<file path="src/design/mtsar_pkg.sv">
package mtsar_pkg;

	// Table geometry.
	localparam int DEVICES      = 8;
	localparam int SLOTS        = 10;
	localparam int MAX_REPORTED = 10;
	localparam int CELLS        = DEVICES * SLOTS;

	// Field widths fixed by the item format.
	localparam int DEV_W    = 3;
	localparam int SLOT_W   = 4;
	localparam int COORD_W  = 16;
	localparam int FACTOR_W = 24;

	localparam int CELL_W = $clog2(CELLS);
	localparam int CNT_W  = $clog2(CELLS + 1);
	localparam int LIST_W = $clog2(MAX_REPORTED + 1);

	// Command queue between the front and the back.
	localparam int CMDQ_DEPTH = 4;
	localparam int QPTR_W     = $clog2(CMDQ_DEPTH);
	localparam int QCNT_W     = $clog2(CMDQ_DEPTH + 1);

	// Actions.
	localparam logic [1:0] ACT_RAW  = 2'd0;
	localparam logic [1:0] ACT_DOWN = 2'd1;
	localparam logic [1:0] ACT_MOVE = 2'd2;
	localparam logic [1:0] ACT_UP   = 2'd3;

	// Event types.
	localparam logic [4:0] T_SYN = 5'd0;
	localparam logic [4:0] T_KEY = 5'd1;
	localparam logic [4:0] T_ABS = 5'd3;

	// Event codes.
	localparam logic [9:0] C_SYNC_FRAME      = 10'd0;
	localparam logic [9:0] C_SYN_MT_REPORT   = 10'd2;
	localparam logic [9:0] C_ABS_X           = 10'd0;
	localparam logic [9:0] C_ABS_Y           = 10'd1;
	localparam logic [9:0] C_MT_SLOT         = 10'd47;
	localparam logic [9:0] C_MT_TOUCH_MAJOR  = 10'd48;
	localparam logic [9:0] C_MT_TOUCH_MINOR  = 10'd49;
	localparam logic [9:0] C_MT_WIDTH_MAJOR  = 10'd50;
	localparam logic [9:0] C_MT_POS_X        = 10'd53;
	localparam logic [9:0] C_MT_POS_Y        = 10'd54;
	localparam logic [9:0] C_MT_TRACK        = 10'd57;
	localparam logic [9:0] C_BTN_TOOL_FINGER = 10'd325;
	localparam logic [9:0] C_BTN_TOUCH       = 10'd330;

	// Configuration register indexes.
	localparam logic [1:0] CFG_SCALE_X      = 2'd0;
	localparam logic [1:0] CFG_SCALE_Y      = 2'd1;
	localparam logic [1:0] CFG_INJECT_SCALE = 2'd2;

	localparam logic [FACTOR_W-1:0] SCALE_ONE = 24'd65536;

	typedef struct packed {
		logic [1:0]          action;
		logic [DEV_W-1:0]    device;
		logic [4:0]          ev_type;
		logic [9:0]          ev_code;
		logic signed [31:0]  ev_value;
		logic [SLOT_W-1:0]   slot;
		logic [COORD_W-1:0]  pos_x;
		logic [COORD_W-1:0]  pos_y;
	} mt_item_t;

	typedef struct packed {
		logic [4:0]         out_type;
		logic [9:0]         out_code;
		logic signed [31:0] out_value;
		logic               last;
	} mt_event_t;

	typedef struct packed {
		logic [FACTOR_W-1:0] scale_x;
		logic [FACTOR_W-1:0] scale_y;
		logic [FACTOR_W-1:0] inject_scale;
	} mt_scale_t;

	// One table operation, optionally followed by a report.
	typedef struct packed {
		logic [CELL_W-1:0]  entry;
		logic               wr_x;
		logic               wr_y;
		logic               set_down;
		logic               clr_down;
		logic               report;
		logic [COORD_W-1:0] x;
		logic [COORD_W-1:0] y;
	} mt_cmd_t;

endpackage

</file>
<file path="src/design/mtsar_cmd_fifo.sv">
module mtsar_cmd_fifo (
	input  logic               clk,
	input  logic               arst_n,
	input  logic               push_valid,
	output logic               push_ready,
	input  mtsar_pkg::mt_cmd_t push_data,
	output logic               pop_valid,
	input  logic               pop_ready,
	output mtsar_pkg::mt_cmd_t pop_data
);
	import mtsar_pkg::*;

	mt_cmd_t           entry_q [CMDQ_DEPTH];
	logic [QPTR_W-1:0] wr_ptr_q, rd_ptr_q;
	logic [QCNT_W-1:0] count_q;
	logic              do_push, do_pop;

	assign push_ready = count_q != QCNT_W'(CMDQ_DEPTH);
	assign pop_valid  = count_q != '0;
	assign do_push    = push_valid && push_ready;
	assign do_pop     = pop_valid && pop_ready;
	assign pop_data   = entry_q[rd_ptr_q];

	always_ff @(posedge clk or negedge arst_n) begin
		if (!arst_n) begin
			wr_ptr_q <= '0;
			rd_ptr_q <= '0;
			count_q  <= '0;
		end else begin
			if (do_push)
				wr_ptr_q <= (wr_ptr_q == QPTR_W'(CMDQ_DEPTH - 1)) ? '0 : wr_ptr_q + 1'b1;
			if (do_pop)
				rd_ptr_q <= (rd_ptr_q == QPTR_W'(CMDQ_DEPTH - 1)) ? '0 : rd_ptr_q + 1'b1;
			if (do_push && !do_pop)
				count_q <= count_q + 1'b1;
			else if (do_pop && !do_push)
				count_q <= count_q - 1'b1;
		end
	end

	always_ff @(posedge clk) begin
		if (do_push)
			entry_q[wr_ptr_q] <= push_data;
	end

endmodule

</file>
<file path="config.mk">
export PLATFORM = sky130hd
export DESIGN_NAME = mtsar_cmd_fifo
export DESIGN_NICKNAME = d
export VERILOG_FILES = /design/src/design/mtsar_pkg.sv /design/src/design/mtsar_cmd_fifo.sv
export SDC_FILE = /design/constraint.sdc
export NUM_CORES = 1
export LEC_CHECK = 0
export ABC_AREA = 1
export BUFFER_PORTS_ARGS = -buffer_cell sky130_fd_sc_hd__buf_2
export CORE_MARGIN = 1.5
export CORE_UTILIZATION = 60
export CTS_BUF_LIST = sky130_fd_sc_hd__clkbuf_2
export CTS_CLUSTER_DIAMETER = 100
export DETAILED_ROUTE_END_ITERATION = 6
export MAX_ROUTING_LAYER = met4
export PLACE_DENSITY = 0.82
export SLEW_MARGIN = 5
export SYNTH_ARGS = -nofsm -noshare
export SYNTH_HDL_FRONTEND = slang
export SYNTH_SLANG_ARGS = --single-unit
</file>
<file path="constraint.sdc">
create_clock -name clk -period 6.39 [get_ports clk]
set_input_delay 0.9585 -clock clk [delete_from_list [all_inputs] [get_ports clk]]
set_output_delay 0.9585 -clock clk [all_outputs]
set_load 0.005 [all_outputs]
</file>
==> summary.md <==
| Metric | Value |
|---|---|
| Die Wd | `roughly 120 um` |
| Worst EP required | `~5400 ps` |
| Hold Buf Count CTS | `1` |
| Clock Sinks | `~180` |
| Top FF cell, synth | `edfxtp_1` |
| Clock skew | `around 26 ps` |
| Final core utilization | `68.93%` |
| Slew headroom | `18.22%` |
| Top cell type's share of synthesized area | `between 70% and 80%` |
| Register area | `around 0.0055 mm2` |
| Seq/Total Area, Yosys | `~72%` |
| Root buffer cell | `clkbuf_2` |
| #FFs+latches synth | `approximately 180` |
| Placed cells | `809` |
| H-tree levels | `4` |
| Worst hold path type | `primary input to flop` |
| Detailed Route WL | `roughly 14000 um` |
| Dpl hpwl | `around 8000 um` |
| VDD IR-drop max | `~0.00025 V` |
| I/O pin cnt | `94` |
| Initial antenna violation count | `0` |
| Top cells by count, synth | `176 x edfxtp_1, 147 x nand2_1, 101 x inv_1` |
| Die area | `0.01324 mm2` |
| CP Max Fanout | `about 130` |
| DRT Pass-1 Iters | `5` |
| Top-count cell post-synth | `edfxtp_1` |
| Max Clk Rate | `about 240 MHz` |
| Share of layout cells above drive strength 1 | `about 22%` |
| Largest net degree at the start of global routing | `about 130` |
| CTS Buf Count | `17` |
| Fin crit period | `approximately 4200 ps` |
| Core Region | `between 0.01 and 0.015 mm2` |
| Multi-input logic area | `0.001480 mm2` |
| Slew @ Worst Pin | `roughly 1200 ps` |
| Clk slew on worst S/H paths | `240 ps` |
| Mapped cell area | `roughly 0.0075 mm2` |
| Power Total | `between 3 and 4 mW` |
| Hold Vio Cnt, Final | `0` |
| Setup Viol. Count Final | `0` |
| Nets | `716` |
| CP endpoint kind | `output pin` |
| RSZ-0062 raised after global routing | `no` |
| Initial Util | `roughly 62%` |
| Routed vias | `roughly 4.5k` |
| Detailed Route Iter0 Violations | `roughly 320` |
| # resized after CTS | `0` |
| CTS tree | `done` |
| GRT Overall Usage | `22.85%` |
| Vias/cell | `5.355` |
| Fin Setup TNS | `0 ps` |
| Kind of critical path | `flop to output pin` |
| Syn-to-layout area delta | `10.79%` |
| Row Count | `40` |
| Non-filler instance count after layout | `between 800 and 900` |
| Yosys top cell by area | `edfxtp_1` |
| Power per Cell Area | `424.6 mW/mm2` |
| # DRC | `0` |
| WL/cell | `between 15 and 20 um` |
| Filler cells | `870` |
| Design Area, Final | `0.008348 mm2` |
| GRT overflow | `0` |
| CP most frequent cell | `nand2_1` |
| Post-synthesis instance total | `between 500 and 600` |
| DIE HEIGHT | `115.1 um` |
| Top cells by area, synth | `edfxtp_1 70%, o211ai_1 7.5%, nand2_1 7.3%` |
| Post-CTS setup buffer count | `0` |
| Clk Latency, worst-skew pair | `about 750 ps` |
| Crit path arrival time | `~3200 ps` |
| Max Cap Viol | `0` |
| Ys async rst share | `~3.8%` |
| Antenna viol nets, final | `0` |
| Vias in the first global route | `~4.5k` |
| CP Launch Type | `flop` |
| Final GP Congestion | `between 0.7 and 0.8` |
| Fin. max-slew vios | `0` |
| DP Area | `0.008041 mm2` |
| Longest Clk Path Bufs | `2` |
| Final period utilization | `around two thirds` |
| Number of synthesized flops with an enable pin | `~180` |
| Pleak | `3.371 nW` |
| First-pass GRT wire length | `approximately 22000 um` |
| Synth cell types | `17` |
| Status | `finished, final reports clean` |
| Syn Area/Cell | `around 13 um2` |
| CP cell instances | `buf_4 -> nand2_1 -> o211ai_1 -> nand2_1 -> buf_2` |
| IO Port Bufs | `93` |
| Worst path max stage delay | `roughly 1300 ps` |
| Syn nets | `roughly 630` |
| Crit-path slowest cell | `dfrtp_4` |
| Syn. warnings | `0` |
worst max-delay path: cells and delay by family, from the launching register on:
family          cells  cell delay [ps]
flops               1             1270
buf+inv             2              740
simple gates        2              230
compound gates      1              120
path summary, 6_finish.rpt:
path	end	startpoint	slack, ps	cells after the start
worst max register to register	count_q[1]	count_q[0]	4160	9
worst max-delay path	pop_data[30]	rd_ptr_q[0]	2240	5
worst min-delay path	entry_q[0][21]	push_data[21]	410	1
max in group asynchronous	rd_ptr_q[1]	arst_n	5700	2
worst min register to register	count_q[2]	count_q[2]	540	2
min in group asynchronous	wr_ptr_q[1]	arst_n	520	2
layer usage:
metal / up-vias / GRT usage [%] / routed length, um
met5: - / - / 0
met4: 0 / 9.300 / 255
met3: 20 / 6.484 / 876
met2: 126 / 38.73 / 7006
met1: 2214 / 25.61 / 5614
li1: 2154 / - / -
final cells by class:
class                      count  share of cell area [%]
clock inverter                15                   2.503
inverter                     102                   4.586
timing repair buffer          99                   6.145
sequential                   183                   65.47
tap                          168                   2.518
clock buffer                  17                   1.019
multi-input combinational    258                   17.73
antenna                        1                 0.02998
where the power goes:
part	total, mW	switching, mW	internal [mW]
combinational	1.08	0.650	0.431
sequential	1.80	0.223	1.58
clock	0.666	0.375	0.291
cells in the final DEF (no fill, tap or decap), types with 2 or more instances in the layout:
master,n
nor2_1,2
nand2_1,147
inv_1,101
clkinv_4,2
nor2_4,4
o211ai_2,13
clkinv_2,3
bufinv_16,5
buf_2,93
nand3_1,7
clkinvlp_4,2
edfxtp_1,176
buf_4,5
clkbuf_2,17
o211ai_1,75
ha_1,6
dfrtp_1,5
clkinv_1,3
metrics by stage:
stage          setup WS [ps]  hold WS [ps]
2_1_floorplan           2989         462.8
3_3_place_gp            3190         478.2
3_5_place_dp            3077         495.6
4_1_cts                 2191         355.3
5_1_grt                 1992         346.6
6_report                2239         411.7
kinds of logic after synthesis:
group                    synth area share (%)
flip-flops                              72.47
XOR/XNOR                               0.1163
buffers and inverters                   8.286
AO/OA/AOI/OAI                           9.698
AND/OR/NAND/NOR                         8.170
adder cells (fa/ha/maj)                 1.262
sequential cells by signal, indices dropped and copies added, names as in the netlist:
signal / cells
count_q: 3
entry_q: 176
rd_ptr_q: 2
wr_ptr_q: 2
No activity file was read; power rests on OpenSTA's default activity.
