$ cat src/design/mtsar_pkg.sv
package mtsar_pkg;

	// Table geometry.
	localparam int DEVICES      = 8;
	localparam int SLOTS        = 10;
	localparam int MAX_REPORTED = 10;
	localparam int CELLS        = DEVICES * SLOTS;

	// Field widths fixed by the item format.
	localparam int DEV_W    = 3;
	localparam int SLOT_W   = 4;
	localparam int COORD_W  = 16;
	localparam int FACTOR_W = 24;

	localparam int CELL_W = $clog2(CELLS);
	localparam int CNT_W  = $clog2(CELLS + 1);
	localparam int LIST_W = $clog2(MAX_REPORTED + 1);

	// Command queue between the front and the back.
	localparam int CMDQ_DEPTH = 4;
	localparam int QPTR_W     = $clog2(CMDQ_DEPTH);
	localparam int QCNT_W     = $clog2(CMDQ_DEPTH + 1);

	// Actions.
	localparam logic [1:0] ACT_RAW  = 2'd0;
	localparam logic [1:0] ACT_DOWN = 2'd1;
	localparam logic [1:0] ACT_MOVE = 2'd2;
	localparam logic [1:0] ACT_UP   = 2'd3;

	// Event types.
	localparam logic [4:0] T_SYN = 5'd0;
	localparam logic [4:0] T_KEY = 5'd1;
	localparam logic [4:0] T_ABS = 5'd3;

	// Event codes.
	localparam logic [9:0] C_SYNC_FRAME      = 10'd0;
	localparam logic [9:0] C_SYN_MT_REPORT   = 10'd2;
	localparam logic [9:0] C_ABS_X           = 10'd0;
	localparam logic [9:0] C_ABS_Y           = 10'd1;
	localparam logic [9:0] C_MT_SLOT         = 10'd47;
	localparam logic [9:0] C_MT_TOUCH_MAJOR  = 10'd48;
	localparam logic [9:0] C_MT_TOUCH_MINOR  = 10'd49;
	localparam logic [9:0] C_MT_WIDTH_MAJOR  = 10'd50;
	localparam logic [9:0] C_MT_POS_X        = 10'd53;
	localparam logic [9:0] C_MT_POS_Y        = 10'd54;
	localparam logic [9:0] C_MT_TRACK        = 10'd57;
	localparam logic [9:0] C_BTN_TOOL_FINGER = 10'd325;
	localparam logic [9:0] C_BTN_TOUCH       = 10'd330;

	// Configuration register indexes.
	localparam logic [1:0] CFG_SCALE_X      = 2'd0;
	localparam logic [1:0] CFG_SCALE_Y      = 2'd1;
	localparam logic [1:0] CFG_INJECT_SCALE = 2'd2;

	localparam logic [FACTOR_W-1:0] SCALE_ONE = 24'd65536;

	typedef struct packed {
		logic [1:0]          action;
		logic [DEV_W-1:0]    device;
		logic [4:0]          ev_type;
		logic [9:0]          ev_code;
		logic signed [31:0]  ev_value;
		logic [SLOT_W-1:0]   slot;
		logic [COORD_W-1:0]  pos_x;
		logic [COORD_W-1:0]  pos_y;
	} mt_item_t;

	typedef struct packed {
		logic [4:0]         out_type;
		logic [9:0]         out_code;
		logic signed [31:0] out_value;
		logic               last;
	} mt_event_t;

	typedef struct packed {
		logic [FACTOR_W-1:0] scale_x;
		logic [FACTOR_W-1:0] scale_y;
		logic [FACTOR_W-1:0] inject_scale;
	} mt_scale_t;

	// One table operation, optionally followed by a report.
	typedef struct packed {
		logic [CELL_W-1:0]  entry;
		logic               wr_x;
		logic               wr_y;
		logic               set_down;
		logic               clr_down;
		logic               report;
		logic [COORD_W-1:0] x;
		logic [COORD_W-1:0] y;
	} mt_cmd_t;

endpackage

$ cat src/design/mtsar_front.sv
module mtsar_front (
	input  logic                 clk,
	input  logic                 arst_n,
	input  mtsar_pkg::mt_scale_t scale,
	input  logic                 src_valid,
	output logic                 src_ready,
	input  mtsar_pkg::mt_item_t  src_data,
	output logic                 push_valid,
	input  logic                 push_ready,
	output mtsar_pkg::mt_cmd_t   push_data
);
	import mtsar_pkg::*;

	localparam int MAG_W  = 31;
	localparam int PROD_W = MAG_W + FACTOR_W;

	function automatic logic [CELL_W-1:0] cell_of(logic [DEV_W-1:0] dev,
			logic [SLOT_W-1:0] slt);
		logic [7:0] t;
		t = 8'(dev) * 8'(SLOTS) + 8'(slt);
		return CELL_W'(t);
	endfunction

	function automatic logic [COORD_W-1:0] sat16(logic [PROD_W-1:0] p, logic zero);
		if (zero)
			return '0;
		else if (|p[PROD_W-1:32])
			return '1;
		else
			return p[31:16];
	endfunction

	logic [SLOT_W-1:0] cur_slot_q [DEVICES];
	logic [CELLS-1:0]  touched_q;

	// Decode results.
	mt_cmd_t             dc_cmd;
	logic                dc_keep;
	logic [MAG_W-1:0]    dc_ax, dc_ay;
	logic                dc_zx, dc_zy;
	logic [FACTOR_W-1:0] dc_fx, dc_fy;
	logic                dc_slot_we, dc_touch_we;
	logic [SLOT_W-1:0]   cur;
	logic                dev_ok;

	// Pipeline.
	logic                valid_s1, valid_s2;
	mt_cmd_t             cmd_s1, cmd_s2;
	logic [MAG_W-1:0]    ax_s1, ay_s1;
	logic                zx_s1, zy_s1, zx_s2, zy_s2;
	logic [FACTOR_W-1:0] fx_s1, fy_s1;
	logic [PROD_W-1:0]   px_s2, py_s2;
	logic                accept, s2_free, s1_free;

	assign s2_free   = !valid_s2 || push_ready;
	assign s1_free   = !valid_s1 || s2_free;
	assign src_ready = s1_free;
	assign accept    = src_valid && src_ready;

	assign dev_ok = {1'b0, src_data.device} < 4'(DEVICES);

	always_comb begin
		dc_cmd      = '0;
		dc_keep     = 1'b0;
		dc_ax       = '0;
		dc_ay       = '0;
		dc_zx       = 1'b1;
		dc_zy       = 1'b1;
		dc_fx       = scale.inject_scale;
		dc_fy       = scale.inject_scale;
		dc_slot_we  = 1'b0;
		dc_touch_we = 1'b0;
		cur         = cur_slot_q[src_data.device];
		if ({1'b0, cur} >= 5'(SLOTS))
			cur = '0;
		if (src_data.action != ACT_RAW) begin
			dc_cmd.entry = cell_of(src_data.device, src_data.slot);
			dc_keep     = dev_ok && ({1'b0, src_data.slot} < 5'(SLOTS));
			dc_cmd.report = 1'b1;
			if (src_data.action == ACT_UP) begin
				dc_cmd.clr_down = 1'b1;
			end else begin
				dc_cmd.set_down = 1'b1;
				// A down with a zero factor keeps the stored position.
				dc_cmd.wr_x = (src_data.action == ACT_MOVE) || (scale.inject_scale != '0);
				dc_cmd.wr_y = dc_cmd.wr_x;
				dc_ax = MAG_W'(src_data.pos_x);
				dc_ay = MAG_W'(src_data.pos_y);
				dc_zx = 1'b0;
				dc_zy = 1'b0;
			end
		end else begin
			dc_cmd.entry = cell_of(src_data.device, cur);
			if (src_data.ev_type == T_ABS) begin
				case (src_data.ev_code)
					C_MT_SLOT: begin
						dc_slot_we = dev_ok && !src_data.ev_value[31]
							&& (src_data.ev_value[30:0] < 31'(SLOTS));
					end
					C_MT_TRACK: begin
						dc_keep = dev_ok;
						if (src_data.ev_value == -32'sd1)
							dc_cmd.clr_down = 1'b1;
						else
							dc_cmd.set_down = 1'b1;
					end
					C_MT_POS_X: begin
						dc_keep     = dev_ok;
						dc_touch_we = dev_ok;
						dc_cmd.wr_x = 1'b1;
						dc_ax       = src_data.ev_value[30:0];
						dc_zx       = src_data.ev_value[31];
						dc_fx       = scale.scale_x;
					end
					C_MT_POS_Y: begin
						dc_keep     = dev_ok;
						dc_touch_we = dev_ok;
						dc_cmd.wr_y = 1'b1;
						dc_ay       = src_data.ev_value[30:0];
						dc_zy       = src_data.ev_value[31];
						dc_fy       = scale.scale_y;
					end
					C_MT_TOUCH_MAJOR, C_MT_TOUCH_MINOR, C_MT_WIDTH_MAJOR: begin
						dc_touch_we = dev_ok;
					end
					default: begin
					end
				endcase
			end else if (src_data.ev_type == T_SYN && src_data.ev_code == C_SYNC_FRAME) begin
				dc_keep       = dev_ok && touched_q[dc_cmd.entry];
				dc_cmd.report = 1'b1;
			end
		end
	end

	always_ff @(posedge clk or negedge arst_n) begin
		if (!arst_n) begin
			for (int d = 0; d < DEVICES; d++)
				cur_slot_q[d] <= '0;
			touched_q <= '0;
		end else if (accept) begin
			if (dc_slot_we)
				cur_slot_q[src_data.device] <= src_data.ev_value[SLOT_W-1:0];
			if (dc_touch_we)
				touched_q[dc_cmd.entry] <= 1'b1;
		end
	end

	always_ff @(posedge clk or negedge arst_n) begin
		if (!arst_n) begin
			valid_s1 <= 1'b0;
			valid_s2 <= 1'b0;
		end else begin
			if (s1_free)
				valid_s1 <= accept && dc_keep;
			if (s2_free)
				valid_s2 <= valid_s1;
		end
	end

	always_ff @(posedge clk) begin
		if (s1_free && accept) begin
			cmd_s1 <= dc_cmd;
			ax_s1  <= dc_ax;
			ay_s1  <= dc_ay;
			zx_s1  <= dc_zx || (dc_ax == '0);
			zy_s1  <= dc_zy || (dc_ay == '0);
			fx_s1  <= dc_fx;
			fy_s1  <= dc_fy;
		end
		if (s2_free && valid_s1) begin
			cmd_s2 <= cmd_s1;
			px_s2  <= PROD_W'(ax_s1) * PROD_W'(fx_s1);
			py_s2  <= PROD_W'(ay_s1) * PROD_W'(fy_s1);
			zx_s2  <= zx_s1;
			zy_s2  <= zy_s1;
		end
	end

	always_comb begin
		push_data   = cmd_s2;
		push_data.x = sat16(px_s2, zx_s2);
		push_data.y = sat16(py_s2, zy_s2);
	end

	assign push_valid = valid_s2;

endmodule

$ cat config.mk
export PLATFORM = sky130hd
export DESIGN_NAME = mtsar_front
export DESIGN_NICKNAME = d
export VERILOG_FILES = /design/src/design/mtsar_pkg.sv /design/src/design/mtsar_front.sv
export SDC_FILE = /design/constraint.sdc
export NUM_CORES = 2
export LEC_CHECK = 0
export ABC_AREA = 1
export ABC_CLOCK_PERIOD_IN_PS = 20500
export BUFFER_PORTS_ARGS = -buffer_cell sky130_fd_sc_hd__buf_2
export CORE_MARGIN = 10
export CORE_UTILIZATION = 43
export CTS_BUF_LIST = sky130_fd_sc_hd__clkbuf_4 sky130_fd_sc_hd__clkbuf_8 sky130_fd_sc_hd__clkbuf_16
export DETAILED_ROUTE_END_ITERATION = 6
export PLACE_DENSITY = 0.7
export SYNTH_ARGS = -nofsm -noshare
export SYNTH_HDL_FRONTEND = slang
export SYNTH_SLANG_ARGS = --single-unit
export TNS_END_PERCENT = 1
$ cat constraint.sdc
create_clock -name clk -period 20.5 [get_ports clk]
set_clock_uncertainty 0.2 [all_clocks]
set_input_delay 4.1 -clock clk [delete_from_list [all_inputs] [get_ports clk]]
set_output_delay 4.1 -clock clk [all_outputs]
set_load 0.02 [all_outputs]
==> results.py <==
metrics = {
    "status": {
        "status": "finished, final reports clean",
    },
    "grt": {
        "grt_max_degree": 73,
        "grt_pass1_wl_um": 289600,
        "first_global_vias": 53948,
        "grtUsageTotal": 0.2229,
        "grt_overflow": 0,
        "antenna_found_initial": 0,
    },
    "floorplanning": {
        "die-width_um": 403.4,
        "io_pins": 210,
        "die_h_um": 403.4,
        "rows": 140,
        "die_area_um2": 162700,
        "core_um2": 145900,
        "start_util": 0.4332,
    },
    "synthesis": {
        "synth_area_um2": 63200,
        "yosysTopAreaCell": "fa_1",
        "synth_top_area_share": 0.4029,
        "synth-warning-count": 0,
        "synth_xor_area_frac": 0.01247,
        "synth_simple_gate_area_frac": 0.1554,
        "ys.flop_type": "edfxtp_1",
        "synth_cell_types": 48,
        "synthTopCellsByArea": "fa_1 (40%), inv_1 (14%), nand2_1 (12%), edfxtp_1 (10%), ha_1 (7.2%)",
        "synth_nets": 9567,
        "synth_compound_area_frac": 0.04761,
        "muxShareOfSynthArea": 0,
        "postSynth.asyncResetShare": 0.3455,
        "synthAdderAreaFrac": 0.4748,
        "synth_seq_cells": 330,
        "synthesis.area_per_instance_um2": 8.136,
        "synth_edf_count": 216,
        "synth_top_family_by_area": "adder cells",
        "yosysSeqAreaShare": 0.1478,
        "syn_inst": 7768,
    },
    "critical_path": {
        "cp_max_fo": 3,
        "crit_chain": "buf_2 > inv_1 > nand3_1 > buf_2",
        "path_buf_inv": 3,
        "worstSetupPathType": "input pin to primary output",
        "cp.arrival_ns": 4.66,
        "worstPathRequired_ns": 16.20,
        "slowest_stage": "buf_2",
        "slowest_delay_ns": 0.19,
        "start_kind": "input pin",
        "crit_top_cell": "buf_2",
        "rr_startpoint": "fx_s1[1]",
        "crit_family": "buffers and inverters",
        "startpoint": "push_ready",
        "cp-end-kind": "primary output",
    },
    "clock_network": {
        "cts-hold-fix-buffers": 0,
        "clock-sinks": 330,
        "clockBufferDepth": 3,
        "cts_tree": "done",
        "htree_levels": 2,
        "path_clk_slew_ns": 0.06,
        "cts_resized": 0,
        "clk_latency_ns": 0.67,
        "cts_setup_buffers": 0,
        "cts_root_buf": "clkbuf_16",
        "cts_inserted_buffers": 38,
    },
    "hold_path": {
        "worst_hold_path_type": "register to register",
        "min-delay-start": "cmd_s1[36]",
    },
    "layout": {
        "final_cell_count_no_fill": 9760,
        "nets": 9614,
        "mostFrequentLayoutCell": "inv_1",
        "final_cell_mix": "inv_1 (2,381), nand2_1 (1,974), fa_1 (1,272)",
        "diodes": 0,
        "area_growth_syn_to_layout_pct": 6.994,
        "final_layout_size_suffix_gt1_frac": 0.05279,
    },
    "sta": {
        "drv_slew": 0,
        "rsz0062_at_grt": "no",
        "finalCritPeriodShare": 0.4369,
        "hold_violations": 0,
        "worst_pin_slew_ns": 1.311,
        "max_freq_mhz": 111.7,
        "slew_headroom": 0.1247,
        "tns_ns": 0,
        "fin_hold_ws_ns": 0.2201,
        "period_minus_slack_ns": 8.956,
        "setup_viol": 0,
    },
    "placed_design": {
        "port_buffers": 209,
        "hpwl_um": 140200,
        "place_congestion": 0.9700,
        "dp.cells": 9692,
    },
    "route": {
        "num_vias": 50355,
        "drtAntennaViolNets": 0,
        "dr.pass1.iters": 6,
        "wl_per_cell_um": 18.34,
        "drcViolationCount": 0,
        "routed_wl_um": 179000,
        "drt-initial-drc-count": 4057,
        "routed_via_density": 5.159,
    },
    "job": {
        "max_cap_viol_count": 0,
    },
}
-- through the flow --
step | util | worst slack (ns) | instance area, um2
after floorplan | - | 11.14 | 63200
after global placement | 0.4544 | 11.53 | 66300
after detailed placement | 0.4544 | 11.54 | 66300
after CTS | 0.4634 | 11.53 | 67620
after global routing | 0.4634 | 11.50 | 67620
final | 0.4634 | 11.54 | 67620
-- worst register-to-register path, stage by stage, from the launching register on --
cell and delay (ns):
edfxtp_1 0.33, buf_4 0.39, nand2_1 0.13, inv_1 0.09
fa_1 0.45, fa_1 0.55, inv_1 0.06, fa_1 0.51
fa_1 0.52, inv_1 0.06, fa_1 0.48, fa_1 0.52
inv_1 0.06, fa_1 0.47, inv_1 0.04, ha_1 0.38
a21oi_1 0.16, inv_1 0.07, a31oi_1 0.38, o21ai_0 0.42
a21o_1 0.26, a21oi_1 0.51, o31ai_1 0.25, a21oi_1 0.21
xnor2_1 0.09
-- state kept, by name (all words and copies together) (netlist names) --
signal      flops
touched_q      80
px_s2          39
py_s2          39
cur_slot_q     32
ax_s1          31
ay_s1          31
fx_s1          24
fy_s1          24
cmd_s1         12
push_data      12
push_valid      1
valid_s1        1
zx_s1           1
zx_s2           1
zy_s1           1
zy_s2           1
-- logic make-up (layout without fill, tap and decap cells) --
| group | after synthesis | after routing |
|---|---|---|
| AOI/OAI and AO/OA | 521 | 521 |
| xor gates and xnor gates | 90 | 90 |
| adders and majority gates | 1635 | 1635 |
| buffers and inverters | 2709 | 2784 |
| DFF | 330 | 330 |
| and+or+nand+nor | 2483 | 2483 |
-- area by class of cell --
type | count | area (um2)
fill | 14094 | 78290
multi-input combinational | 4729 | 43660
sequential | 330 | 9339
inverter | 2388 | 8966
tap | 1917 | 2399
timing repair buffer | 328 | 1942
clock buffer | 46 | 1017
clock inverter | 22 | 304.0
-- cell usage after synthesis, types with 2 or more instances --
library cell  count
nand4_1          27
clkbuf_1        292
xnor2_1          38
a41oi_1           2
nand2_2           2
a211oi_1          2
o31ai_1           7
and3_1            2
xor2_1           52
edfxtp_1        216
o21a_1           11
o21bai_1         84
o21ai_0         157
o211ai_1          6
buf_6             6
nor2_2            4
a21oi_1         184
nor4_1           46
a21boi_0          5
inv_2             5
o21ai_1           5
nand3_1         186
a2111oi_0         2
nand2_1        1976
a21o_1            8
dfrtp_1         114
buf_4             6
or4_1             4
buf_2             4
a31oi_1          40
buf_1            13
inv_1          2382
o311ai_0          2
nor2_1          208
ha_1            363
nor3_1           24
fa_1           1272
-- per-layer routing --
layer / up-vias / global-route usage / wire (um)
met2: 2358 / 0.3602 / 81420
met4: 0 / 0.07758 / 6544
met5: - / 0 / 0
met1: 25187 / 0.2892 / 71400
li1: 22341 / - / -
met3: 469 / 0.05823 / 19660
-- path summary, 6_finish.rpt --
path / to / slack, ns / cells past startpoint
hold reg to reg: push_data[36] / 0.22 / 0
hold / removal: push_data[36] / 0.22 / 0
max in group asynchronous: touched_q[22] / 15.52 / 2
setup reg to reg: px_s2[49] / 12.62 / 24
min in group asynchronous: touched_q[31] / 3.26 / 1
setup / recovery: src_ready / 11.54 / 4
Power is not shown: default switching activity piles up to over one toggle a cycle in this logic, so the estimate is an artifact.
