[src/design/mtsar_pkg.sv]
package mtsar_pkg;

	// Table geometry.
	localparam int DEVICES      = 8;
	localparam int SLOTS        = 10;
	localparam int MAX_REPORTED = 10;
	localparam int CELLS        = DEVICES * SLOTS;

	// Field widths fixed by the item format.
	localparam int DEV_W    = 3;
	localparam int SLOT_W   = 4;
	localparam int COORD_W  = 16;
	localparam int FACTOR_W = 24;

	localparam int CELL_W = $clog2(CELLS);
	localparam int CNT_W  = $clog2(CELLS + 1);
	localparam int LIST_W = $clog2(MAX_REPORTED + 1);

	// Command queue between the front and the back.
	localparam int CMDQ_DEPTH = 4;
	localparam int QPTR_W     = $clog2(CMDQ_DEPTH);
	localparam int QCNT_W     = $clog2(CMDQ_DEPTH + 1);

	// Actions.
	localparam logic [1:0] ACT_RAW  = 2'd0;
	localparam logic [1:0] ACT_DOWN = 2'd1;
	localparam logic [1:0] ACT_MOVE = 2'd2;
	localparam logic [1:0] ACT_UP   = 2'd3;

	// Event types.
	localparam logic [4:0] T_SYN = 5'd0;
	localparam logic [4:0] T_KEY = 5'd1;
	localparam logic [4:0] T_ABS = 5'd3;

	// Event codes.
	localparam logic [9:0] C_SYNC_FRAME      = 10'd0;
	localparam logic [9:0] C_SYN_MT_REPORT   = 10'd2;
	localparam logic [9:0] C_ABS_X           = 10'd0;
	localparam logic [9:0] C_ABS_Y           = 10'd1;
	localparam logic [9:0] C_MT_SLOT         = 10'd47;
	localparam logic [9:0] C_MT_TOUCH_MAJOR  = 10'd48;
	localparam logic [9:0] C_MT_TOUCH_MINOR  = 10'd49;
	localparam logic [9:0] C_MT_WIDTH_MAJOR  = 10'd50;
	localparam logic [9:0] C_MT_POS_X        = 10'd53;
	localparam logic [9:0] C_MT_POS_Y        = 10'd54;
	localparam logic [9:0] C_MT_TRACK        = 10'd57;
	localparam logic [9:0] C_BTN_TOOL_FINGER = 10'd325;
	localparam logic [9:0] C_BTN_TOUCH       = 10'd330;

	// Configuration register indexes.
	localparam logic [1:0] CFG_SCALE_X      = 2'd0;
	localparam logic [1:0] CFG_SCALE_Y      = 2'd1;
	localparam logic [1:0] CFG_INJECT_SCALE = 2'd2;

	localparam logic [FACTOR_W-1:0] SCALE_ONE = 24'd65536;

	typedef struct packed {
		logic [1:0]          action;
		logic [DEV_W-1:0]    device;
		logic [4:0]          ev_type;
		logic [9:0]          ev_code;
		logic signed [31:0]  ev_value;
		logic [SLOT_W-1:0]   slot;
		logic [COORD_W-1:0]  pos_x;
		logic [COORD_W-1:0]  pos_y;
	} mt_item_t;

	typedef struct packed {
		logic [4:0]         out_type;
		logic [9:0]         out_code;
		logic signed [31:0] out_value;
		logic               last;
	} mt_event_t;

	typedef struct packed {
		logic [FACTOR_W-1:0] scale_x;
		logic [FACTOR_W-1:0] scale_y;
		logic [FACTOR_W-1:0] inject_scale;
	} mt_scale_t;

	// One table operation, optionally followed by a report.
	typedef struct packed {
		logic [CELL_W-1:0]  entry;
		logic               wr_x;
		logic               wr_y;
		logic               set_down;
		logic               clr_down;
		logic               report;
		logic [COORD_W-1:0] x;
		logic [COORD_W-1:0] y;
	} mt_cmd_t;

endpackage

[src/design/mtsar_back.sv]
module mtsar_back (
	input  logic                 clk,
	input  logic                 arst_n,
	input  logic                 pop_valid,
	output logic                 pop_ready,
	input  mtsar_pkg::mt_cmd_t   pop_data,
	output logic                 rpt_valid,
	input  logic                 rpt_ready,
	output mtsar_pkg::mt_event_t rpt_data
);
	import mtsar_pkg::*;

	typedef enum logic [3:0] {
		ST_IDLE, ST_START, ST_KEY_ON_T, ST_KEY_ON_F, ST_SCAN, ST_EMIT,
		ST_NOF_MT, ST_KEY_OFF_T, ST_KEY_OFF_F, ST_SYNC
	} state_t;

	typedef enum logic [2:0] {
		F_X, F_Y, F_MT_X, F_MT_Y, F_ID, F_MT_REPORT
	} fstep_t;

	function automatic logic [7:0] make_id(logic [DEV_W-1:0] dev, logic [SLOT_W-1:0] slt);
		logic [9:0] t;
		t = ({6'd0, dev, 1'b1}) * 10'(SLOTS) + 10'(slt);
		return t[7:0];
	endfunction

	function automatic mt_event_t ev(logic [4:0] t, logic [9:0] c, logic [31:0] v,
			logic l);
		mt_event_t e;
		e.out_type  = t;
		e.out_code  = c;
		e.out_value = v;
		e.last      = l;
		return e;
	endfunction

	state_t            state_q;
	fstep_t            step_q;
	logic [CELLS-1:0]  down_q, vx_q, vy_q;
	logic [CNT_W-1:0]  down_cnt_q;
	logic              pending_q;
	logic [CNT_W-1:0]  idx_q;
	logic [DEV_W-1:0]  row_q;
	logic [SLOT_W-1:0] col_q;
	logic [LIST_W-1:0] listed_q;
	logic              has_x_q, has_y_q;
	logic              out_valid_q;
	mt_event_t         out_q;

	logic [COORD_W-1:0] x_mem [CELLS];
	logic [COORD_W-1:0] y_mem [CELLS];
	logic [COORD_W-1:0] rd_x_q, rd_y_q;

	logic               apply, out_free, out_load, scan_end, rd_en, was_down;
	logic [CELL_W-1:0]  idx_cell;
	logic [31:0]        x_val, y_val;

	assign pop_ready = state_q == ST_IDLE;
	assign apply     = pop_valid && pop_ready;
	assign out_free  = !out_valid_q || rpt_ready;
	// The output register takes a new event in this cycle.
	assign out_load  = out_free && (state_q inside {ST_KEY_ON_T, ST_KEY_ON_F, ST_EMIT,
		ST_NOF_MT, ST_KEY_OFF_T, ST_KEY_OFF_F, ST_SYNC});
	assign idx_cell  = idx_q[CELL_W-1:0];
	assign scan_end  = (idx_q == CNT_W'(CELLS)) || (listed_q == LIST_W'(MAX_REPORTED));
	assign rd_en     = (state_q == ST_SCAN) && !scan_end && down_q[idx_cell];
	assign was_down  = down_q[pop_data.entry];
	assign x_val     = has_x_q ? 32'(rd_x_q) : '0;
	assign y_val     = has_y_q ? 32'(rd_y_q) : '0;
	assign rpt_valid = out_valid_q;
	assign rpt_data  = out_q;

	always_ff @(posedge clk) begin
		if (apply && pop_data.wr_x)
			x_mem[pop_data.entry] <= pop_data.x;
		if (apply && pop_data.wr_y)
			y_mem[pop_data.entry] <= pop_data.y;
		if (rd_en) begin
			rd_x_q <= x_mem[idx_cell];
			rd_y_q <= y_mem[idx_cell];
		end
	end

	always_ff @(posedge clk or negedge arst_n) begin
		if (!arst_n) begin
			state_q     <= ST_IDLE;
			step_q      <= F_X;
			down_q      <= '0;
			vx_q        <= '0;
			vy_q        <= '0;
			down_cnt_q  <= '0;
			pending_q   <= 1'b1;
			idx_q       <= '0;
			row_q       <= '0;
			col_q       <= '0;
			listed_q    <= '0;
			has_x_q     <= 1'b0;
			has_y_q     <= 1'b0;
			out_valid_q <= 1'b0;
			out_q       <= '0;
		end else begin
			if (out_valid_q && rpt_ready && !out_load)
				out_valid_q <= 1'b0;
			case (state_q)
				ST_IDLE: begin
					if (apply) begin
						if (pop_data.wr_x)
							vx_q[pop_data.entry] <= 1'b1;
						if (pop_data.wr_y)
							vy_q[pop_data.entry] <= 1'b1;
						if (pop_data.set_down) begin
							down_q[pop_data.entry] <= 1'b1;
							if (!was_down)
								down_cnt_q <= down_cnt_q + 1'b1;
						end else if (pop_data.clr_down) begin
							down_q[pop_data.entry] <= 1'b0;
							if (was_down)
								down_cnt_q <= down_cnt_q - 1'b1;
						end
						if (pop_data.report) begin
							idx_q    <= '0;
							row_q    <= '0;
							col_q    <= '0;
							listed_q <= '0;
							state_q  <= ST_START;
						end
					end
				end
				ST_START: begin
					if (down_cnt_q != '0 && pending_q) begin
						pending_q <= 1'b0;
						state_q   <= ST_KEY_ON_T;
					end else begin
						state_q <= ST_SCAN;
					end
				end
				ST_KEY_ON_T: begin
					if (out_free) begin
						out_valid_q <= 1'b1;
						out_q       <= ev(T_KEY, C_BTN_TOUCH, 32'd1, 1'b0);
						state_q     <= ST_KEY_ON_F;
					end
				end
				ST_KEY_ON_F: begin
					if (out_free) begin
						out_valid_q <= 1'b1;
						out_q       <= ev(T_KEY, C_BTN_TOOL_FINGER, 32'd1, 1'b0);
						state_q     <= ST_SCAN;
					end
				end
				ST_SCAN: begin
					if (scan_end) begin
						state_q <= (down_cnt_q == '0) ? ST_NOF_MT : ST_SYNC;
					end else if (down_q[idx_cell]) begin
						has_x_q <= vx_q[idx_cell];
						has_y_q <= vy_q[idx_cell];
						step_q  <= F_X;
						state_q <= ST_EMIT;
					end else begin
						idx_q <= idx_q + 1'b1;
						if (col_q == SLOT_W'(SLOTS - 1)) begin
							col_q <= '0;
							row_q <= row_q + 1'b1;
						end else begin
							col_q <= col_q + 1'b1;
						end
					end
				end
				ST_EMIT: begin
					if (out_free) begin
						out_valid_q <= 1'b1;
						case (step_q)
							F_X: begin
								out_q  <= ev(T_ABS, C_ABS_X, x_val, 1'b0);
								step_q <= F_Y;
							end
							F_Y: begin
								out_q  <= ev(T_ABS, C_ABS_Y, y_val, 1'b0);
								step_q <= F_MT_X;
							end
							F_MT_X: begin
								out_q  <= ev(T_ABS, C_MT_POS_X, x_val, 1'b0);
								step_q <= F_MT_Y;
							end
							F_MT_Y: begin
								out_q  <= ev(T_ABS, C_MT_POS_Y, y_val, 1'b0);
								step_q <= F_ID;
							end
							F_ID: begin
								out_q  <= ev(T_ABS, C_MT_TRACK, 32'(make_id(row_q, col_q)), 1'b0);
								step_q <= F_MT_REPORT;
							end
							default: begin
								out_q    <= ev(T_SYN, C_SYN_MT_REPORT, 32'd0, 1'b0);
								step_q   <= F_X;
								listed_q <= listed_q + 1'b1;
								idx_q    <= idx_q + 1'b1;
								if (col_q == SLOT_W'(SLOTS - 1)) begin
									col_q <= '0;
									row_q <= row_q + 1'b1;
								end else begin
									col_q <= col_q + 1'b1;
								end
								state_q <= ST_SCAN;
							end
						endcase
					end
				end
				ST_NOF_MT: begin
					if (out_free) begin
						out_valid_q <= 1'b1;
						out_q       <= ev(T_SYN, C_SYN_MT_REPORT, 32'd0, 1'b0);
						if (!pending_q) begin
							pending_q <= 1'b1;
							state_q   <= ST_KEY_OFF_T;
						end else begin
							state_q <= ST_SYNC;
						end
					end
				end
				ST_KEY_OFF_T: begin
					if (out_free) begin
						out_valid_q <= 1'b1;
						out_q       <= ev(T_KEY, C_BTN_TOUCH, 32'd0, 1'b0);
						state_q     <= ST_KEY_OFF_F;
					end
				end
				ST_KEY_OFF_F: begin
					if (out_free) begin
						out_valid_q <= 1'b1;
						out_q       <= ev(T_KEY, C_BTN_TOOL_FINGER, 32'd0, 1'b0);
						state_q     <= ST_SYNC;
					end
				end
				ST_SYNC: begin
					if (out_free) begin
						out_valid_q <= 1'b1;
						out_q       <= ev(T_SYN, C_SYNC_FRAME, 32'd0, 1'b1);
						state_q     <= ST_IDLE;
					end
				end
				default: begin
					state_q <= ST_IDLE;
				end
			endcase
		end
	end

endmodule

[config.mk]
export PLATFORM = sky130hd
export DESIGN_NAME = mtsar_back
export DESIGN_NICKNAME = d
export VERILOG_FILES = /design/src/design/mtsar_pkg.sv /design/src/design/mtsar_back.sv
export SDC_FILE = /design/constraint.sdc
export NUM_CORES = 2
export LEC_CHECK = 0
export BUFFER_PORTS_ARGS = -buffer_cell sky130_fd_sc_hd__buf_4
export CAP_MARGIN = 20
export CORE_ASPECT_RATIO = 1.4
export CORE_MARGIN = 1.5
export CORE_UTILIZATION = 40
export DETAILED_ROUTE_END_ITERATION = 16
export GPL_ROUTABILITY_DRIVEN = 0
export GPL_TIMING_DRIVEN = 0
export PLACE_DENSITY = 0.57
export SYNTH_ARGS = -nofsm -noshare
export SYNTH_HDL_FRONTEND = slang
export SYNTH_SLANG_ARGS = --single-unit
[constraint.sdc]
create_clock -name clk -period 6.7 [get_ports clk]
set_input_delay 0.335 -clock clk [delete_from_list [all_inputs] [get_ports clk]]
set_output_delay 0.335 -clock clk [all_outputs]
set_load 0.05 [all_outputs]
==> flow_metrics.py <==
metrics = {
    "clock_tree": {
        "cts_buffers": 273,
        "htreeDepth": 5,
        "post_cts_resized": 0,
        "postCtsSetupBuffers": 0,
        "cts_sinks": 2893,
        "cts_tree": "done",
        "root_buffer": "clkbuf_16",
        "hold_buffers": 5,
        "clk_pin_slew_ps": 70,
        "clk_latency_ps": 850,
        "clockBufferDepth": 4,
    },
    "sta": {
        "slew_viol_final": 0,
        "rsz0062_at_grt": "false",
        "final.setup.worst_slack_ps": 1560,
        "finClkSkew_ps": 32.8,
        "tns_ps": 0,
        "period_share_pct": 76.6,
        "holdWs_ps": 17.2,
        "setup_viol": 0,
        "worst_pin_slew_ps": 1220,
        "fmax_mhz": 195,
        "slew_headroom_pct": 18.7,
        "min_period_ps": 5140,
        "finalHoldViolCount": 0,
    },
    "worst_setup_path": {
        "timing.reg2reg.setup_slack_ps": 1560,
        "r2r_end": "rd_y_q[10]$_DFFE_PP_",
        "worst_path_most_repeated_cell": "buf_2",
        "max_stage_delay_ps": 930,
        "startpoint_type": "flip-flop",
        "r2r-start": "idx_cell[1]$_DFFE_PN0P_",
        "reg2regPathDepth": 10,
        "cp_data_arrival_time_ps": 5690,
        "worstPathRequired_ps": 7250,
        "path_class": "flip-flop to flip-flop",
        "cp_max_fo": 10,
        "slowest_stage": "clkbuf_1",
        "cp_cell_sequence": "buf_2 > buf_2 > clkbuf_2 > buf_2 > buf_2 > clkbuf_1 > mux4_2 > mux4_2 > nand2_1 > nand2_1",
        "cp-end-kind": "flip-flop",
    },
    "worst_hold_path": {
        "min_from": "pop_data[43]",
        "hold_class": "input pin to flip-flop",
        "worst_hold_path.num_cells": 4,
    },
    "logic_synthesis": {
        "synth_most_common_cell": "edfxtp_1",
        "synth_cells": 5290,
        "synth-seq-cells": 2893,
        "synthArstFlopShare_pct": 10.4,
        "yosys-top-cells-count": "edfxtp_1, mux4_2, dfrtp_1, nand2_1, nor2_1",
        "synth_xor_area_share_pct": 0.0846,
        "synth-edff-count": 2592,
        "synthMuxAreaShare_pct": 18.3,
        "yosys.cell_types.count": 80,
        "synth_area_leader_cell": "edfxtp_1",
        "ys_top_cells_by_area": "edfxtp_1, mux4_2, dfrtp_1, or2_2, nand2_1",
        "ys_seq_area_share_pct": 74.9,
        "synth_top_area_share_pct": 68.3,
        "syn_area_per_cell_um2": 21.5,
        "synth_adder_area_share_pct": 0.237,
        "synth_compound_area_share_pct": 2.03,
        "yosys_warnings": 0,
        "synth_top_family_by_area": "multiplexers",
        "synth_top_flop_cell": "edfxtp_1",
        "syn-cell-area_um2": 114000,
        "yosys.area_share.simple_pct": 3.03,
    },
    "job": {
        "max_cap_violations": 0,
    },
    "floorplan": {
        "die_h_um": 634,
        "ios": 98,
        "fp.dieW_um": 454,
        "num_rows": 231,
        "dieArea_um2": 288000,
        "design.core.area_um2": 283000,
        "start_util_pct": 40.3,
    },
    "grt": {
        "grt-ovfl-total": 0,
        "grt_pass1_vias": 58800,
        "grt_usage_pct": 22.6,
        "grt_pass1_wl_um": 455000,
        "antenna_found_initial": 25,
        "grt_max_degree": 97,
    },
    "place": {
        "hpwl_um": 231000,
        "numPortBuffers": 71,
        "dpl_cell_area_um2": 123000,
        "pre_cts_ws_ps": 1620,
    },
    "drt": {
        "detailedRoute.firstPassIterationCount": 6,
        "vias_per_cell": 5.76,
        "vias": 56400,
        "drt_iter0_drc": 6057,
        "wl_per_cell_um": 33.3,
        "ant_nets": 0,
        "wirelength_um": 326000,
        "route.detailed.drc": 0,
    },
    "power_and_ir_drop": {
        "switchingPower_mw": 11.4,
        "p_int_mw": 31.6,
        "swShare_pct": 26.5,
        "p_total_mw": 43.0,
        "powerDensity_nw_per_um2": 327,
        "pwr-share-seq_pct": 46.7,
        "comb_power_share_pct": 18.2,
        "ir_worst_vdd_mv": 0.193,
        "p_clk_share_pct": 35.1,
        "total_leakage_power_nw": 42.3,
    },
    "final_layout": {
        "final_area_um2": 132000,
        "drive_gt1_share_pct": 33.4,
        "area_growth_pct": 15.4,
        "fillers": 23200,
        "finalNetCount": 5927,
    },
    "outcome": {
        "status": "completed",
    },
}
==> layout make-up <==
class                           count  area [µm²]  share of cell area (%)
Antenna cell                        6        15.0                  0.0114
Buffer                            320        1540                    1.17
Clock buffer                      355        7420                    5.64
Clock inverter                    121        1020                   0.776
Inverter                           23        86.3                  0.0656
Multi-Input combinational cell   2074       27500                    20.9
Sequential cell                  2893       85400                    64.9
Tap cell                         3728        4660                    3.55
Timing Repair Buffer              275        3910                    2.97
==> critical path, delay by kind of cell, from the launching register on <==
kind,cells,cell delay [ps]
buffers and inverters,6,3250
flip-flops,1,350
multiplexers,2,930
AND/OR/NAND/NOR,2,250
==> per-stage QoR <==
stage | std cells | util [%]
2_1_floorplan | 5310 | -
3_3_place_gp | 9109 | 42.1
3_5_place_dp | 9299 | 43.4
4_1_cts | 9780 | 46.4
5_1_grt | 9791 | 46.5
6_report | 9795 | 46.5
==> sequential cells by signal, indices dropped and copies added, names as in the netlist, 3 cells and up, named ones only <==
signal	flops
down_cnt_q	7
vx_q	80
row_q	3
y_mem	1280
rd_y_q	16
rpt_data	25
idx_cell	7
x_mem	1280
listed_q	4
rd_x_q	16
step_q	3
col_q	4
vy_q	80
state_q	4
==> routing by layer <==
metal / track usage (%) / routed length [µm] / vias to the layer above / part of all wire (%)
met2: 40.4 / 172000 / 2055 / 53
li1: - / - / 23100 / -
met3: 3.50 / 18500 / 674 / 5.7
met5: 0 / 80 / - / 0.025
met1: 26.3 / 117000 / 30600 / 36
met4: 11.1 / 18400 / 12 / 5.6
==> power groups by stage <==
| stage | combinational, mW | clock (mW) | sequential, mW |
|---|---|---|---|
| 5_1_grt | 8.18 | 16.0 | 20.1 |
| 3_3_place_gp | 7.71 | 0 | 20.4 |
| 2_1_floorplan | 4.75 | 0 | 20.5 |
| 4_1_cts | 7.92 | 15.4 | 20.0 |
| 6_report | 7.83 | 15.1 | 20.1 |
| 3_5_place_dp | 7.91 | 0 | 20.4 |
==> logic make-up (layout without fill, tap and decap cells) <==
kind of cell / after synthesis / after routing
XOR/XNOR: 11 / 11
AO/OA/AOI/OAI: 345 / 345
other: 1 / 27
buffers and inverters: 343 / 1094
AND/OR/NAND/NOR: 732 / 732
multiplexers: 945 / 945
adder cells (fa/ha/maj): 20 / 20
flip-flops: 2893 / 2893
==> worst max path at each step <==
stage                                       start                    end  slack (ps)  cells after the start
final                     idx_cell[1]$_DFFE_PN0P_   rd_y_q[10]$_DFFE_PP_        1560                     10
after detailed placement  idx_cell[1]$_DFFE_PN0P_   rd_y_q[10]$_DFFE_PP_        1620                     10
after CTS                 idx_cell[1]$_DFFE_PN0P_   rd_y_q[10]$_DFFE_PP_        1620                     10
after global routing      idx_cell[1]$_DFFE_PN0P_   col_q[3]$_DFFE_PN0P_        1640                     13
after global placement    idx_cell[3]$_DFFE_PN0P_  step_q[2]$_DFFE_PN0P_         300                      9
after floorplan           idx_cell[1]$_DFFE_PN0P_  step_q[2]$_DFFE_PN0P_        3140                     11
==> cell usage in the layout, fill, tap and decap left out, drive strengths merged, types with 5 or more instances in the layout <==
cell type       n
a21oi          34
nand3          27
clkinv         86
nand2         254
nor2b          14
a221oi          5
mux2           17
nand4           8
inv            32
o31ai          96
dlygate4sd3     5
a31oi          10
clkinvlp       12
edfxtp       2592
dfrtp         300
o21ai         113
o2bb2ai         6
nor3b           6
mux4          906
and3           13
conb           21
or2           160
ha             16
nand2b         12
nor2          198
buf           419
a21o            6
a222oi          6
a22oi          16
and2            5
diode           6
xor2            5
nor3           13
clkbuf        526
xnor2           6
mux2i          22
bufinv         14
o211ai          5
nand3b          6
(Power assumes the default switching activity.)
